## src/sv/i2c_eeprom_word_access_sequencer_core_defines.svh

```systemverilog
// assertion macros for the eeprom sequencer rtl
`ifndef I2C_EEPROM_WORD_ACCESS_SEQUENCER_CORE_DEFINES_SVH
`define I2C_EEPROM_WORD_ACCESS_SEQUENCER_CORE_DEFINES_SVH

// property must hold at every rising clock edge out of reset
`define I2CW_ASSERT(label, clk, rst_n, prop, msg) \
  label: assert property (@(posedge clk) disable iff (!rst_n) prop) else $error(msg);

// condition must never be seen out of reset
`define I2CW_NEVER(label, clk, rst_n, cond, msg) \
  label: assert property (@(posedge clk) disable iff (!rst_n) !(cond)) else $error(msg);

`endif

```

## src/sv/i2cw_pkg.sv

```systemverilog
// types and constants of the eeprom word access sequencer
`timescale 1ns / 1ps
`default_nettype none

package i2cw_pkg;

  localparam int BytesPerWord = 4;
  localparam int MaxResults   = 4;
  localparam int WordBytes    = 4;
  localparam int CntW         = $clog2(MaxResults + 1);

  localparam logic [7:0]  DeviceIdReset     = 8'ha0;
  localparam logic [2:0]  AddressBytesReset = 3'd2;
  localparam logic [31:0] BaseAddressReset  = 32'h0;
  localparam logic [7:0]  ReadFillByte      = 8'hff;

  typedef enum logic [1:0] {
    OP_PROBE = 2'd0,
    OP_READ  = 2'd1,
    OP_WRITE = 2'd2,
    OP_RESP  = 2'd3
  } opcode_e;

  typedef enum logic [1:0] {
    CMD_START  = 2'd0,
    CMD_XFER   = 2'd1,
    CMD_STOP   = 2'd2,
    CMD_REPORT = 2'd3
  } cmd_e;

  typedef enum logic [2:0] {
    PH_IDLE   = 3'd0,
    PH_PROBE  = 3'd1,
    PH_DEVID  = 3'd2,
    PH_ADDR   = 3'd3,
    PH_RDID   = 3'd4,
    PH_RDDATA = 3'd5,
    PH_WRDATA = 3'd6,
    PH_POLL   = 3'd7
  } phase_e;

  typedef enum logic [1:0] {
    KIND_PROBE = 2'd0,
    KIND_READ  = 2'd1,
    KIND_WRITE = 2'd2
  } kind_e;

  typedef enum logic [1:0] {
    REG_DEVICE_ID     = 2'd0,
    REG_ADDRESS_BYTES = 2'd1,
    REG_BASE_ADDRESS  = 2'd2
  } reg_idx_e;

  typedef struct packed {
    logic [7:0]  device_id;
    logic [2:0]  address_bytes;
    logic [31:0] base_address;
  } cfg_t;

  typedef struct packed {
    cmd_e        cmd;
    logic [7:0]  tx_byte;
    logic        error_flag;
    logic [31:0] read_word;
    logic        last;
  } result_t;

endpackage

`default_nettype wire

```

## src/sv/i2c_eeprom_word_access_sequencer_core.sv

```systemverilog
// top level of the eeprom word access sequencer: config registers and result queue
//
//   channel   direction  handshake               payload
//   s_axis    in         tvalid/tready           tuser opcode, tdata request/response
//   m_axis    out        tvalid/tready/tlast     tuser bus command, tdata byte/flag/word
//   cfg       in         cfg_we_i                cfg_addr_i index, cfg_wdata_i value
//
// a transaction is worked out when it is accepted and its 0 to 3 results land in a 4-entry queue
// the queue drains one result per cycle while m_axis_tready is high
// the next input is taken in the cycle the last queued result leaves
// an input that yields no result leaves the queue empty
// reset clears the queue and the sequencer state, registers return to their defaults
`timescale 1ns / 1ps
`default_nettype none
`include "i2c_eeprom_word_access_sequencer_core_defines.svh"

module i2c_eeprom_word_access_sequencer_core import i2cw_pkg::*; #(
  parameter int BYTES_PER_WORD = BytesPerWord
) (
  input  wire logic        clk_i,
  input  wire logic        rst_ni,
  input  wire logic        cfg_we_i,
  input  wire logic [1:0]  cfg_addr_i,
  input  wire logic [31:0] cfg_wdata_i,
  input  wire logic        s_axis_tvalid,
  output logic             s_axis_tready,
  // write_word [31:0], bus_ack [32], bus_rx_byte [40:33], zero fill
  input  wire logic [47:0] s_axis_tdata,
  // opcode [1:0]
  input  wire logic [1:0]  s_axis_tuser,
  output logic             m_axis_tvalid,
  input  wire logic        m_axis_tready,
  // tx_byte [7:0], error_flag [8], read_word [40:9], zero fill
  output logic [47:0]      m_axis_tdata,
  // bus_command [1:0]
  output logic [1:0]       m_axis_tuser,
  output logic             m_axis_tlast
);

  cfg_t cfg_q;

  result_t [MaxResults-1:0] res;
  logic    [CntW-1:0]       res_cnt;
  result_t [MaxResults-1:0] buf_q, buf_d;
  logic    [CntW-1:0]       cnt_q, cnt_d;
  logic                     accept;
  logic                     take;
  result_t                  head;

  always_ff @(posedge clk_i or negedge rst_ni) begin
    if (!rst_ni) begin
      cfg_q.device_id     <= DeviceIdReset;
      cfg_q.address_bytes <= AddressBytesReset;
      cfg_q.base_address  <= BaseAddressReset;
    end else if (cfg_we_i) begin
      case (cfg_addr_i)
        REG_DEVICE_ID:     cfg_q.device_id     <= cfg_wdata_i[7:0];
        REG_ADDRESS_BYTES: cfg_q.address_bytes <= cfg_wdata_i[2:0];
        REG_BASE_ADDRESS:  cfg_q.base_address  <= cfg_wdata_i;
        default: begin
        end
      endcase
    end
  end

  assign take          = m_axis_tvalid && m_axis_tready;
  assign s_axis_tready = (cnt_q == '0) || ((cnt_q == CntW'(1)) && m_axis_tready);
  assign accept        = s_axis_tvalid && s_axis_tready;

  i2cw_seq #(
    .BYTES_PER_WORD(BYTES_PER_WORD)
  ) u_seq (
    .clk_i        (clk_i),
    .rst_ni       (rst_ni),
    .cfg_i        (cfg_q),
    .accept_i     (accept),
    .opcode_i     (opcode_e'(s_axis_tuser)),
    .write_word_i (s_axis_tdata[31:0]),
    .bus_ack_i    (s_axis_tdata[32]),
    .bus_rx_byte_i(s_axis_tdata[40:33]),
    .res_o        (res),
    .res_cnt_o    (res_cnt)
  );

  // result queue, head always at entry zero
  always_comb begin
    buf_d = buf_q;
    cnt_d = cnt_q;
    if (accept) begin
      buf_d = res;
      cnt_d = res_cnt;
    end else if (take) begin
      for (int i = 0; i < MaxResults - 1; i++) begin
        buf_d[i] = buf_q[i+1];
      end
      cnt_d = cnt_q - 1'b1;
    end
  end

  always_ff @(posedge clk_i or negedge rst_ni) begin
    if (!rst_ni) begin
      cnt_q <= '0;
    end else begin
      cnt_q <= cnt_d;
    end
  end

  always_ff @(posedge clk_i) begin
    buf_q <= buf_d;
  end

  assign head          = buf_q[0];
  assign m_axis_tvalid = cnt_q != '0;
  assign m_axis_tuser  = head.cmd;
  assign m_axis_tlast  = head.last;
  assign m_axis_tdata  = {7'b0, head.read_word, head.error_flag, head.tx_byte};

  `I2CW_NEVER(a_cnt_range, clk_i, rst_ni, cnt_q > CntW'(MaxResults), "queue count overflow")
  `I2CW_ASSERT(a_last_is_tail, clk_i, rst_ni, m_axis_tvalid |-> (m_axis_tlast == (cnt_q == CntW'(1))), "tlast not on final queued result")
  `I2CW_ASSERT(a_results_show, clk_i, rst_ni, (accept && res_cnt != '0) |=> m_axis_tvalid, "results of a transaction not presented")
  `I2CW_ASSERT(a_no_overwrite, clk_i, rst_ni, accept |-> (cnt_q == '0 || (cnt_q == CntW'(1) && take)), "pending results overwritten")

endmodule

`default_nettype wire

```

## src/sv/i2cw_seq.sv

```systemverilog
// access sequencer state and per-transaction result generation
`timescale 1ns / 1ps
`default_nettype none

module i2cw_seq import i2cw_pkg::*; #(
  parameter int BYTES_PER_WORD = BytesPerWord
) (
  input  wire logic                         clk_i,
  input  wire logic                         rst_ni,
  input  wire cfg_t                         cfg_i,
  input  wire logic                         accept_i,
  input  wire opcode_e                      opcode_i,
  input  wire logic [31:0]                  write_word_i,
  input  wire logic                         bus_ack_i,
  input  wire logic [7:0]                   bus_rx_byte_i,
  output result_t [MaxResults-1:0]          res_o,
  output logic    [CntW-1:0]                res_cnt_o
);

  localparam int IdxW = (BYTES_PER_WORD > 1) ? $clog2(BYTES_PER_WORD) : 1;

  logic [31:0]     byte_address_q, byte_address_d;
  phase_e          phase_q, phase_d;
  kind_e           kind_q, kind_d;
  logic [IdxW-1:0] byte_index_q, byte_index_d;
  logic [1:0]      addr_cnt_q, addr_cnt_d;
  logic            sticky_q, sticky_d;
  logic [31:0]     data_word_q, data_word_d;
  logic            addr_nack_q, addr_nack_d;

  result_t [MaxResults-1:0] res;
  logic [CntW-1:0] n;
  logic [CntW-1:0] n_last;
  logic            do_next;
  logic            do_begin;
  logic            in_word;
  logic            last_byte;
  logic [1:0]      bsel;
  logic [1:0]      addr_top;
  logic            nack_now;

  function automatic result_t mk(cmd_e c, logic [7:0] tx, logic err, logic [31:0] w);
    result_t r;
    r.cmd        = c;
    r.tx_byte    = tx;
    r.error_flag = err;
    r.read_word  = w;
    r.last       = 1'b0;
    return r;
  endfunction

  // out-of-range address byte counts clamp to one or four
  always_comb begin
    case (cfg_i.address_bytes)
      3'd0, 3'd1: addr_top = 2'd0;
      3'd2:       addr_top = 2'd1;
      3'd3:       addr_top = 2'd2;
      default:    addr_top = 2'd3;
    endcase
  end

  assign bsel      = 2'(byte_index_q);
  assign in_word   = 32'(byte_index_q) < 32'(WordBytes);
  assign last_byte = byte_index_q == IdxW'(BYTES_PER_WORD - 1);
  assign nack_now  = addr_nack_q | ~bus_ack_i;

  always_comb begin
    byte_address_d = byte_address_q;
    phase_d        = phase_q;
    kind_d         = kind_q;
    byte_index_d   = byte_index_q;
    addr_cnt_d     = addr_cnt_q;
    sticky_d       = sticky_q;
    data_word_d    = data_word_q;
    addr_nack_d    = addr_nack_q;
    res            = '0;
    n              = '0;
    n_last         = '0;
    do_next        = 1'b0;
    do_begin       = 1'b0;

    if (accept_i) begin
      if (opcode_i != OP_RESP) begin
        if (phase_q == PH_IDLE) begin
          sticky_d     = 1'b0;
          byte_index_d = '0;
          if (opcode_i == OP_PROBE) begin
            kind_d         = KIND_PROBE;
            byte_address_d = cfg_i.base_address;
            res[n[1:0]]    = mk(CMD_START, 8'h00, 1'b0, 32'h0);
            n              = n + 1'b1;
            res[n[1:0]]    = mk(CMD_XFER, cfg_i.device_id, 1'b0, 32'h0);
            n              = n + 1'b1;
            phase_d        = PH_PROBE;
          end else begin
            kind_d      = (opcode_i == OP_READ) ? KIND_READ : KIND_WRITE;
            data_word_d = (opcode_i == OP_READ) ? 32'h0 : write_word_i;
            do_begin    = 1'b1;
          end
        end
      end else begin
        case (phase_q)
          PH_IDLE: begin
          end
          PH_PROBE: begin
            res[n[1:0]] = mk(CMD_STOP, 8'h00, 1'b0, 32'h0);
            n           = n + 1'b1;
            res[n[1:0]] = mk(CMD_REPORT, 8'h00, ~bus_ack_i, 32'h0);
            n           = n + 1'b1;
            phase_d     = PH_IDLE;
          end
          PH_DEVID: begin
            if (!bus_ack_i) begin
              sticky_d = 1'b1;
              do_next  = 1'b1;
            end else begin
              addr_cnt_d  = addr_top;
              res[n[1:0]] = mk(CMD_XFER, byte_address_q[8*addr_top +: 8], 1'b0, 32'h0);
              n           = n + 1'b1;
              phase_d     = PH_ADDR;
            end
          end
          PH_ADDR: begin
            addr_nack_d = nack_now;
            if (addr_cnt_q != 2'd0) begin
              addr_cnt_d  = addr_cnt_q - 2'd1;
              res[n[1:0]] = mk(CMD_XFER, byte_address_q[8*addr_cnt_d +: 8], 1'b0, 32'h0);
              n           = n + 1'b1;
            end else if (nack_now) begin
              sticky_d = 1'b1;
              do_next  = 1'b1;
            end else if (kind_q == KIND_READ) begin
              res[n[1:0]] = mk(CMD_START, 8'h00, 1'b0, 32'h0);
              n           = n + 1'b1;
              res[n[1:0]] = mk(CMD_XFER, cfg_i.device_id | 8'h01, 1'b0, 32'h0);
              n           = n + 1'b1;
              phase_d     = PH_RDID;
            end else begin
              res[n[1:0]] = mk(CMD_XFER, in_word ? data_word_q[8*bsel +: 8] : 8'h00,
                               1'b0, 32'h0);
              n           = n + 1'b1;
              phase_d     = PH_WRDATA;
            end
          end
          PH_RDID: begin
            if (!bus_ack_i) begin
              sticky_d = 1'b1;
              do_next  = 1'b1;
            end else begin
              res[n[1:0]] = mk(CMD_XFER, ReadFillByte, 1'b0, 32'h0);
              n           = n + 1'b1;
              phase_d     = PH_RDDATA;
            end
          end
          PH_RDDATA: begin
            // ack of the data byte is ignored
            if (in_word) begin
              data_word_d[8*bsel +: 8] = data_word_q[8*bsel +: 8] | bus_rx_byte_i;
            end
            res[n[1:0]] = mk(CMD_STOP, 8'h00, 1'b0, 32'h0);
            n           = n + 1'b1;
            do_next     = 1'b1;
          end
          PH_WRDATA: begin
            if (!bus_ack_i) begin
              sticky_d = 1'b1;
              do_next  = 1'b1;
            end else begin
              res[n[1:0]] = mk(CMD_STOP, 8'h00, 1'b0, 32'h0);
              n           = n + 1'b1;
              res[n[1:0]] = mk(CMD_START, 8'h00, 1'b0, 32'h0);
              n           = n + 1'b1;
              res[n[1:0]] = mk(CMD_XFER, cfg_i.device_id, 1'b0, 32'h0);
              n           = n + 1'b1;
              phase_d     = PH_POLL;
            end
          end
          PH_POLL: begin
            res[n[1:0]] = mk(CMD_STOP, 8'h00, 1'b0, 32'h0);
            n           = n + 1'b1;
            if (bus_ack_i) begin
              do_next = 1'b1;
            end else begin
              res[n[1:0]] = mk(CMD_START, 8'h00, 1'b0, 32'h0);
              n           = n + 1'b1;
              res[n[1:0]] = mk(CMD_XFER, cfg_i.device_id, 1'b0, 32'h0);
              n           = n + 1'b1;
            end
          end
          default: begin
            phase_d = PH_IDLE;
          end
        endcase
      end

      // advance to the next byte, or finish the word with a report
      if (do_next) begin
        byte_address_d = byte_address_q + 32'd1;
        if (last_byte) begin
          res[n[1:0]] = mk(CMD_REPORT, 8'h00, sticky_d,
                           (kind_q == KIND_READ) ? data_word_d : 32'h0);
          n           = n + 1'b1;
          phase_d     = PH_IDLE;
        end else begin
          byte_index_d = byte_index_q + 1'b1;
          do_begin     = 1'b1;
        end
      end

      if (do_begin) begin
        res[n[1:0]] = mk(CMD_START, 8'h00, 1'b0, 32'h0);
        n           = n + 1'b1;
        res[n[1:0]] = mk(CMD_XFER, cfg_i.device_id, 1'b0, 32'h0);
        n           = n + 1'b1;
        addr_nack_d = 1'b0;
        phase_d     = PH_DEVID;
      end

      if (n != '0) begin
        n_last                  = n - 1'b1;
        res[n_last[1:0]].last   = 1'b1;
      end
    end
  end

  always_ff @(posedge clk_i or negedge rst_ni) begin
    if (!rst_ni) begin
      byte_address_q <= '0;
      phase_q        <= PH_IDLE;
      kind_q         <= KIND_PROBE;
      byte_index_q   <= '0;
      addr_cnt_q     <= '0;
      sticky_q       <= 1'b0;
      data_word_q    <= '0;
      addr_nack_q    <= 1'b0;
    end else begin
      byte_address_q <= byte_address_d;
      phase_q        <= phase_d;
      kind_q         <= kind_d;
      byte_index_q   <= byte_index_d;
      addr_cnt_q     <= addr_cnt_d;
      sticky_q       <= sticky_d;
      data_word_q    <= data_word_d;
      addr_nack_q    <= addr_nack_d;
    end
  end

  assign res_o     = res;
  assign res_cnt_o = n;

endmodule

`default_nettype wire
```

## config.mk

```make
export PLATFORM = sky130hd
export DESIGN_NAME = i2c_eeprom_word_access_sequencer_core
export DESIGN_NICKNAME = d
export VERILOG_FILES = /design/src/sv/i2cw_pkg.sv /design/src/sv/i2c_eeprom_word_access_sequencer_core.sv /design/src/sv/i2cw_seq.sv
export VERILOG_INCLUDE_DIRS = /design/src /design/src/sv
export SDC_FILE = /design/constraint.sdc
export NUM_CORES = 1
export LEC_CHECK = 0
export BUFFER_PORTS_ARGS = -buffer_cell sky130_fd_sc_hd__buf_4
export CORE_MARGIN = 3
export CORE_UTILIZATION = 40
export CTS_BUF_LIST = sky130_fd_sc_hd__clkbuf_4 sky130_fd_sc_hd__clkbuf_8
export CTS_CLUSTER_DIAMETER = 80
export CTS_CLUSTER_SIZE = 12
export DETAILED_ROUTE_END_ITERATION = 10
export SLEW_MARGIN = 40
export SYNTH_ARGS = -nofsm -noshare
export SYNTH_HDL_FRONTEND = slang
export SYNTH_SLANG_ARGS = --single-unit
```

## constraint.sdc

```tcl
create_clock -name clk_i -period 3.2 [get_ports clk_i]
set_input_delay 0.48 -clock clk_i [delete_from_list [all_inputs] [get_ports clk_i]]
set_output_delay 0.48 -clock clk_i [all_outputs]
set_load 0.005 [all_outputs]
```

==> results.py <==
metrics = {
    "clock_tree": {
        "clock_sinks": 297,
        "cts_buffers": 29,
        "cts.htree.levels": 1,
        "root_buffer": "clkbuf_8",
        "path_clk_slew_ps": 90,
        "clockBufferDepth": 3,
        "insertion_delay_ps": 620,
        "cts_tree": "built",
    },
    "worst_setup_path": {
        "worstPathRequired_ps": 3690,
        "cpMaxStageDelayCell": "or4b_4",
        "worstPathCellList": "inv_2 -> ha_4 -> and3b_1 -> or4b_4 -> o211ai_2 -> and2_4 -> ha_1 -> nor3b_2 -> mux2i_1 -> ha_1 -> xor2_1 -> o211ai_1 -> a32o_1",
        "startpoint_type": "register",
        "crit_path_end_kind": "register",
        "cp.buffers_inverters": 1,
        "crit_type": "register to register",
        "critPathArrivalTime_ps": 3570,
        "critPathMaxFanout": 3,
        "crit_family": "simple AND/OR/NAND/NOR gates",
        "path_common_cell": "ha_1",
        "slowest_delay_ps": 480,
    },
    "cells_and_area": {
        "fin_util_pct": 46.6,
        "nets": 1602,
        "syn2layout_area_growth_pct": 13.3,
        "final_cell_mix": "190 x buf_4, 176 x edfxtp_1, 136 x a22o_1",
        "layout-drive-gt1-share_pct": 23.9,
        "fin_cells": 2029,
        "final_common_cell": "buf_4",
        "design_area_mm2": 0.0178,
    },
    "floorplanning": {
        "dieWidth_um": 204,
        "ios": 142,
        "die_h_um": 204,
        "core_mm2": 0.0382,
        "die_area_mm2": 0.0417,
        "start_util_pct": 41.2,
        "rows": 71,
    },
    "sta": {
        "slew_viol_final": 0,
        "fmax_mhz": 326,
        "tns_ps": 0,
        "fin_skew_ps": 29.8,
        "timing_hold_violations_final": 0,
        "setup_violations": 0,
        "finalCritPeriodShare_pct": 95.9,
        "fin_ws_ps": 130,
        "period_minus_slack_ps": 3070,
        "worst_pin_slew_ps": 778,
        "rsz0062_at_grt": "true",
        "slew_headroom_pct": 48.2,
        "whs_ps": 89.0,
    },
    "grt": {
        "antenna_found_initial": 1,
        "overflow": 0,
        "grt_pass1_wl_mm": 66.8,
        "grt_use_total_pct": 20.2,
        "grt_pass1_vias": 11500,
        "grt_max_degree": 102,
    },
    "placement": {
        "hpwl_mm": 29.7,
        "place_ws_ps": 70.6,
        "dp.cells": 1976,
        "place.gp.congestion": 0.889,
        "placed_area_mm2": 0.0172,
        "io_buffers": 127,
    },
    "detailed_routing": {
        "routedWlPerCell_um": 21.1,
        "antenna_left": 0,
        "drcViolationCount": 0,
        "vias": 11700,
        "dr.first_iter.drc_count": 1024,
        "dr.pass1.iters": 7,
        "wirelength_mm": 42.8,
        "routed_via_density": 5.75,
    },
    "synth": {
        "async_flop_share_pct": 40.7,
        "synthesis.instances": 1408,
        "synth-edff-count": 176,
        "synth.distinct_cells": 80,
        "ys_ff_latch": 297,
        "yosys_warnings": 0,
        "ys_seq_area_share_pct": 52.9,
        "syn_area_mm2": 0.0157,
        "ys.flop_type": "edfxtp_1",
        "avgSynthCellArea_um2": 11.2,
    },
    "power": {
        "pwr_density_cell_mw_per_mm2": 802,
        "total_power_mw": 14.3,
        "ir_drop_mv": 0.354,
        "p_leak_nw": 7.20,
    },
    "status": {
        "outcome": "complete, no violations",
    },
    "run": {
        "maxCapViolations": 0,
    },
    "min_path": {
        "hp-class": "input pin to register",
    },
}
registers in the layout, indices dropped and copies added (netlist names):
register / cells
cfg_q: 43
m_axis_tuser: 2
cnt_q: 3
u_seq.addr_cnt_q: 2
u_seq.bsel: 2
u_seq.phase_q: 3
u_seq.sticky_q: 1
buf_q: 132
u_seq.kind_q: 2
m_axis_tdata: 41
u_seq.data_word_q: 32
u_seq.byte_address_q: 32
u_seq.addr_nack_q: 1
m_axis_tlast: 1
path summary, 6_finish.rpt:
| check | from | end | slack [ps] | cells after the start |
|---|---|---|---|---|
| worst max-delay path | u_seq.addr_cnt_q[1]$_DFFE_PN0P_ | cnt_q[2]$_DFFE_PN0P_ | 130 | 13 |
| worst min-delay path | cfg_wdata_i[11] | cfg_q[11]$_DFFE_PN0P_ | 90 | 2 |
| worst max register to register | u_seq.addr_cnt_q[1]$_DFFE_PN0P_ | cnt_q[2]$_DFFE_PN0P_ | 130 | 13 |
| worst min register to register | cfg_q[23]$_DFFE_PN0P_ | cfg_q[23]$_DFFE_PN0P_ | 520 | 1 |
| max in group asynchronous | rst_ni | u_seq.data_word_q[3]$_DFFE_PN0P_ | 1890 | 3 |
| min in group asynchronous | rst_ni | cfg_q[10]$_DFFE_PN0P_ | 430 | 2 |
cells in the mapped netlist, types with 13 or more instances:
cell type    n  area (um^2)
and2_1      37          231
buf_4       51          383
and3_1      25          156
buf_2       22          110
o22ai_1     13         81.3
edfxtp_1   176         5290
inv_1       18         67.6
mux2_2      60          676
nand2b_1    15         93.8
nand2_1    128          480
nor2_1      53          199
a21oi_1    102          510
nand3_1     50          250
o21ai_0     61          305
a21o_1      43          323
ha_1        15          188
dfrtp_1    118         2950
mux4_2      16          360
a22o_1     136         1190
clkbuf_1    72          270
nor3_1      17         85.1
logic make-up (layout without fill, tap and decap cells):
| logic type | count (synthesis) | count (layout) | synth area share (%) |
|---|---|---|---|
| AOI/OAI and AO/OA | 448 | 448 | 20.5 |
| and+or+nand+nor | 389 | 389 | 12.7 |
| other | 1 | 16 | 0.0239 |
| buffers and inverters | 175 | 270 | 5.68 |
| muxes | 80 | 80 | 6.84 |
| DFF | 297 | 297 | 52.9 |
| xor gates and xnor gates | 3 | 3 | 0.167 |
| adders and majority gates | 15 | 15 | 1.19 |
where the power goes:
part | switching (mW) | leakage, nW | internal (mW) | total, mW
registers | 0.915 | 3.17 | 5.55 | 6.46
clock network | 1.33 | 0.306 | 1.07 | 2.40
logic | 2.94 | 3.73 | 2.48 | 5.43
area by class of cell:
class                      instances  area [um^2]
antenna                            1         2.50
clock buffer                      48          542
clock inverter                     2         16.3
fill                            3561        20400
inverter                          19         73.8
multi-input combinational        950         6610
sequential                       297         8320
tap                              511          639
timing repair buffer             201         1610
repair_timing:
action / 4_1_cts / 5_1_grt
setup endpoints to repair: 0 / 2
buffers inserted: 0 / 1
resized for setup: 0 / 4
hold buffers: 1 / 0
hold endpoints to repair: 42 / 0
per-layer routing:
metal  vias up  global-route usage (%)  routed length, um
met5         -                       0                 10
met4         2                    6.46               1340
met3        67                    3.09               2310
met2       338                    33.8              20700
met1      5817                    27.1              18400
li1       5433                       -                  -
Power figures use the tool's default switching activity.
